<file path="config.mk">
export PLATFORM = sky130hd
export DESIGN_NAME = mpjs_cell
export DESIGN_NICKNAME = d
export VERILOG_FILES = /design/src/mpjs_pkg.sv /design/src/mpjs_cell.sv
export SDC_FILE = /design/constraint.sdc
export NUM_CORES = 1
export LEC_CHECK = 0
export BUFFER_PORTS_ARGS = -buffer_cell sky130_fd_sc_hd__buf_4
export CAP_MARGIN = 20
export CELL_PAD_IN_SITES_DETAIL_PLACEMENT = 1
export CELL_PAD_IN_SITES_GLOBAL_PLACEMENT = 1
export CORE_AREA = 2 2 137 139
export DETAILED_ROUTE_END_ITERATION = 10
export DIE_AREA = 0 0 139 141
export GPL_ROUTABILITY_DRIVEN = 0
export PLACE_DENSITY_LB_ADDON = 0.25
export SYNTH_ARGS = -nofsm -noshare
export SYNTH_HDL_FRONTEND = slang
export SYNTH_SLANG_ARGS = --single-unit
</file>
<file path="constraint.sdc">
create_clock -name i_clk -period 7.7 [get_ports i_clk]
set_clock_uncertainty 0.05 [all_clocks]
set_input_delay 0.385 -clock i_clk [delete_from_list [all_inputs] [get_ports i_clk]]
set_output_delay 0.385 -clock i_clk [all_outputs]
set_load 0.05 [all_outputs]
</file>
<file path="src/mpjs_pkg.sv">
// ----------------------------------------------------------------------------
// mpjs_pkg
// Shared types and constants of the multi-policy job scheduler.
// ----------------------------------------------------------------------------
`default_nettype none
package mpjs_pkg;
    localparam logic [2:0] POL_FCFS = 3'd0;
    localparam logic [2:0] POL_FIFO = 3'd1;
    localparam logic [2:0] POL_RR   = 3'd2;
    localparam logic [2:0] POL_SJF  = 3'd3;
    localparam logic [2:0] POL_SRT  = 3'd4;
    localparam logic [2:0] POL_HRRN = 3'd5;
    localparam logic [2:0] POL_MLFQ = 3'd6;

    localparam logic [1:0] CFG_POLICY = 2'd0;
    localparam logic [1:0] CFG_RR     = 2'd1;
    localparam logic [1:0] CFG_TOP    = 2'd2;
    localparam logic [1:0] CFG_MID    = 2'd3;

    localparam logic [1:0] ST_ACCEPT = 2'd0;
    localparam logic [1:0] ST_FULL   = 2'd1;
    localparam logic [1:0] ST_DISP   = 2'd2;
    localparam logic [1:0] ST_IDLE   = 2'd3;

    localparam logic OP_SUBMIT = 1'b0;

    typedef struct packed {
        logic [15:0] id;
        logic [1:0]  kind;
        logic [4:0]  burst;
        logic [4:0]  left;
        logic [31:0] arrival;
        logic [31:0] wait_t;
        logic [1:0]  level;
    } t_entry;

    // per-cycle command to every cell
    typedef struct packed {
        logic shift;      // load from right neighbor (compaction)
        logic refresh;    // wait <= now - arrival
        logic [31:0] now;
    } t_cell_ctl;
endpackage
`default_nettype wire

</file>
<file path="src/mpjs_cell.sv">
// ----------------------------------------------------------------------------
// mpjs_cell
// One job slot: holds an entry, shifts left on removal, refreshes its wait.
// ----------------------------------------------------------------------------
`default_nettype none
module mpjs_cell
    import mpjs_pkg::*;
(
    input  wire logic      i_clk,
    input  t_cell_ctl      i_ctl,
    input  wire logic      i_shift_en,
    input  wire logic      i_load,
    input  t_entry         i_load_data,
    input  t_entry         i_right,
    input  wire logic      i_refresh_en,
    input  wire logic      i_dec,
    output t_entry         o_entry
);
    t_entry r_e, n_e;
    always_comb begin
        n_e = r_e;
        if (i_ctl.shift && i_shift_en) begin
            n_e = i_right;
        end else if (i_load) begin
            n_e = i_load_data;
        end else if (i_dec) begin
            n_e.left = r_e.left - 5'd1;
        end
        if (i_ctl.refresh && i_refresh_en) begin
            n_e.wait_t = i_ctl.now - r_e.arrival;
        end
    end
    always_ff @(posedge i_clk) begin
        r_e <= n_e;
    end
    assign o_entry = r_e;
endmodule
`default_nettype wire

</file>
==> impl_metrics.ini <==
[worst_setup_path]
crit_path_class = reg -> reg
critical_path.max_fanout = 3
worst-r2r-setup-slack_ns = 4.83
critical_path_required_ns = 7.72
end_kind = register
cp.arrival_ns = 2.89
timing.critical_path.from_type = register

[synth]
ys_top_cells_by_count = sky130_fd_sc_hd__nand2_1, sky130_fd_sc_hd__edfxtp_1, sky130_fd_sc_hd__a21oi_1
async_flop_share = 0
postSynthRegisterBits = 94
post-synth-top-area-cell = sky130_fd_sc_hd__edfxtp_1
netlist_top_cells_area = sky130_fd_sc_hd__edfxtp_1, sky130_fd_sc_hd__nand2_1, sky130_fd_sc_hd__ha_1
synth-edff-count = 94
synth_cells = 732
seq_area_frac_synth = 0.451
synth_cell_types = 59
synth-main-ff-cell = sky130_fd_sc_hd__edfxtp_1
synth.cell_area_um2 = 6260
syn_avg_cell_area_um2 = 8.55
synth_fp_nets = 992
cell_with_the_most_instances_after_synthesis = sky130_fd_sc_hd__nand2_1
synthesis.yosys.warnings = 0
area_share_of_the_largest_cell_type_after_synthesis = 0.451

[clock_tree]
clockBufferDepth = 2
cts_resized = 0
cts-hold-fix-buffers = 0
clockRootBuffer = sky130_fd_sc_hd__clkbuf_16
clkLatencyLatePin_ns = 0.35
cts.htree.levels = 3
clkSinkCount = 94
cts_buffers = 9
tritoncts = done
post-cts-setup-buffers = 0
clkTransAtPathRegs_ns = 0.07

[min_path]
hold_class = in -> reg

[floorplan]
fp.coreArea_um2 = 18300
num_io_pins = 321
placementRows = 50
die_h_um = 141
die_w_um = 139
initial_utilization = 0.343
design.die.area_um2 = 19600

[timing]
timing_hold_violations_final = 0
worstMarginPinSlew_ns = 1.01
max_clk_rate_mhz = 348
setup_slack_ns = 4.83
max-slew-margin-rel = 0.326
final_cycle_share = 0.373
rsz_0062_raised_after_global_routing = false
final_max_slew_viol_count = 0
fin_setup_tns_ns = 0
layout_min_cycle_time_ns = 2.87
setup_viol = 0

[cells_and_area]
syn_to_final_growth_pct = 45.1
post_layout_nonfiller_instances = 1270
design.final.nets = 1291
largest_register_ff_count = 94
antenna_cells = 0
drive_gt1_frac = 0.345
design_area_um2 = 9080

[drt]
route.top_layer_used = met4
route.detailed.drc = 0
route.met2.wl_mm = 10.6
dr_pass1_iterations = 4
met3_length_mm = 1.62
routedLengthMet1_mm = 9.31
antenna_violating_nets_post_route = 0
routed-via-count = 6271
routed_len_inst_um = 17.3
drtIter0Drc = 207
vias_per_cell = 4.94
drt-total-wl_mm = 22.0

[power]
power_report.internal_total_mw = 1.15
p_clk_frac = 0.220
sw_frac_of_total = 0.390
highest_ir_drop_seen_on_vdd_uv = 111
p_switching_uw = 737
power_leakage_nw = 4.41
power.sequential.fraction = 0.355
total_power_mw = 1.89
power-per-cell-area_nw_per_um2 = 208
combinational_share_of_power = 0.425

[grt]
first_pass_grt_wire_length_mm = 34.8
initial_antenna_violation_count = 0
grt.overflow.total = 0
globalRouteTotalUtil = 0.222
grt_pass1_vias = 6515
pin_count_of_the_biggest_net_entering_global_routing = 92

[flow_run]
maxCapViolCount = 0

[placement]
placed_area_um2 = 8810
buffer_ports.inserted = 320
dp_cells = 1254
detailedPlace.worstSlack_ns = 4.72
dp_hpwl_mm = 17.4

[run_status]
run_status = complete, no violations
-- layout by cell type, fill, tap and decap left out, types with 2 or more instances in the layout --
cell type                    instances
sky130_fd_sc_hd__inv_1              38
sky130_fd_sc_hd__xor2_1              9
sky130_fd_sc_hd__nand4_1             7
sky130_fd_sc_hd__nor2_1             35
sky130_fd_sc_hd__a21o_1              9
sky130_fd_sc_hd__o211ai_2            2
sky130_fd_sc_hd__buf_4             326
sky130_fd_sc_hd__edfxtp_1           94
sky130_fd_sc_hd__nand2_2             3
sky130_fd_sc_hd__a311oi_1            2
sky130_fd_sc_hd__o31ai_1             2
sky130_fd_sc_hd__or3_1               4
sky130_fd_sc_hd__o21bai_1            4
sky130_fd_sc_hd__a31oi_1            21
sky130_fd_sc_hd__nor3_1              6
sky130_fd_sc_hd__o21ai_1             9
sky130_fd_sc_hd__clkinvlp_4          2
sky130_fd_sc_hd__o21a_1              8
sky130_fd_sc_hd__nand3_1             9
sky130_fd_sc_hd__mux2i_1             4
sky130_fd_sc_hd__clkbuf_16           9
sky130_fd_sc_hd__ha_1               32
sky130_fd_sc_hd__nand2b_1            4
sky130_fd_sc_hd__o211ai_1            3
sky130_fd_sc_hd__nor2b_1             5
sky130_fd_sc_hd__a211o_1             2
sky130_fd_sc_hd__and3_1              5
sky130_fd_sc_hd__xnor2_1            20
sky130_fd_sc_hd__o21ai_0            13
sky130_fd_sc_hd__a211oi_1            2
sky130_fd_sc_hd__nand2_1           273
sky130_fd_sc_hd__clkinv_1            2
sky130_fd_sc_hd__a21oi_1            43
-- cell families after synthesis --
family	share of synthesized area
buffers and inverters	0.0546
multiplexers	0.00820
AO/OA/AOI/OAI	0.139
flip-flops	0.451
AND/OR/NAND/NOR	0.239
XOR/XNOR	0.0406
adder cells (fa/ha/maj)	0.0672
-- final cells by class --
cell class / instances / area [um^2]
clock inverter: 6 / 36.3
tap: 234 / 293
sequential: 94 / 2820
clock buffer: 10 / 229
multi-input combinational: 562 / 3110
inverter: 38 / 143
timing repair buffer: 326 / 2450
fill: 2223 / 9190
-- power by group through the flow --
stage | registers [mW] | clock network, mW | logic (mW)
2_1_floorplan | 0.907 | 0 | 0.303
3_3_place_gp | 0.680 | 0 | 0.797
3_5_place_dp | 0.684 | 0 | 0.805
4_1_cts | 0.673 | 0.426 | 0.809
5_1_grt | 0.680 | 0.444 | 0.866
6_report | 0.672 | 0.415 | 0.804
-- routing by layer --
| metal | GRT usage | up-vias |
|---|---|---|
| li1 | - | 3096 |
| met1 | 0.282 | 2924 |
| met2 | 0.377 | 222 |
| met3 | 0.0537 | 29 |
| met4 | 0.0654 | 0 |
| met5 | 0 | - |
-- worst paths after layout --
check / end / from / cells past startpoint
min: o_entry[65] / i_right[65] / 3
min reg2reg: o_entry[2] / o_entry[34] / 2
max: o_entry[26] / o_entry[34] / 10
max reg2reg: o_entry[26] / o_entry[34] / 10
-- stage by stage --
stage / util / hold slack [ns]
2_1_floorplan: - / 0.509
3_3_place_gp: 0.482 / 0.594
3_5_place_dp: 0.482 / 0.598
4_1_cts: 0.497 / 0.231
5_1_grt: 0.497 / 0.239
6_report: 0.497 / 0.243
-- critical path, cell delays in order, from the launching register on --
cell and delay [ns]:
sky130_fd_sc_hd__edfxtp_1 0.40, sky130_fd_sc_hd__ha_1 0.23, sky130_fd_sc_hd__fa_1 0.38, sky130_fd_sc_hd__nand2b_1 0.20
sky130_fd_sc_hd__a21oi_2 0.20, sky130_fd_sc_hd__o21ai_1 0.14, sky130_fd_sc_hd__o211ai_2 0.25, sky130_fd_sc_hd__a31oi_1 0.20
sky130_fd_sc_hd__o31ai_1 0.31, sky130_fd_sc_hd__xnor2_1 0.16, sky130_fd_sc_hd__o21ai_1 0.07
Note: power is estimated with default switching activity, not from simulation.
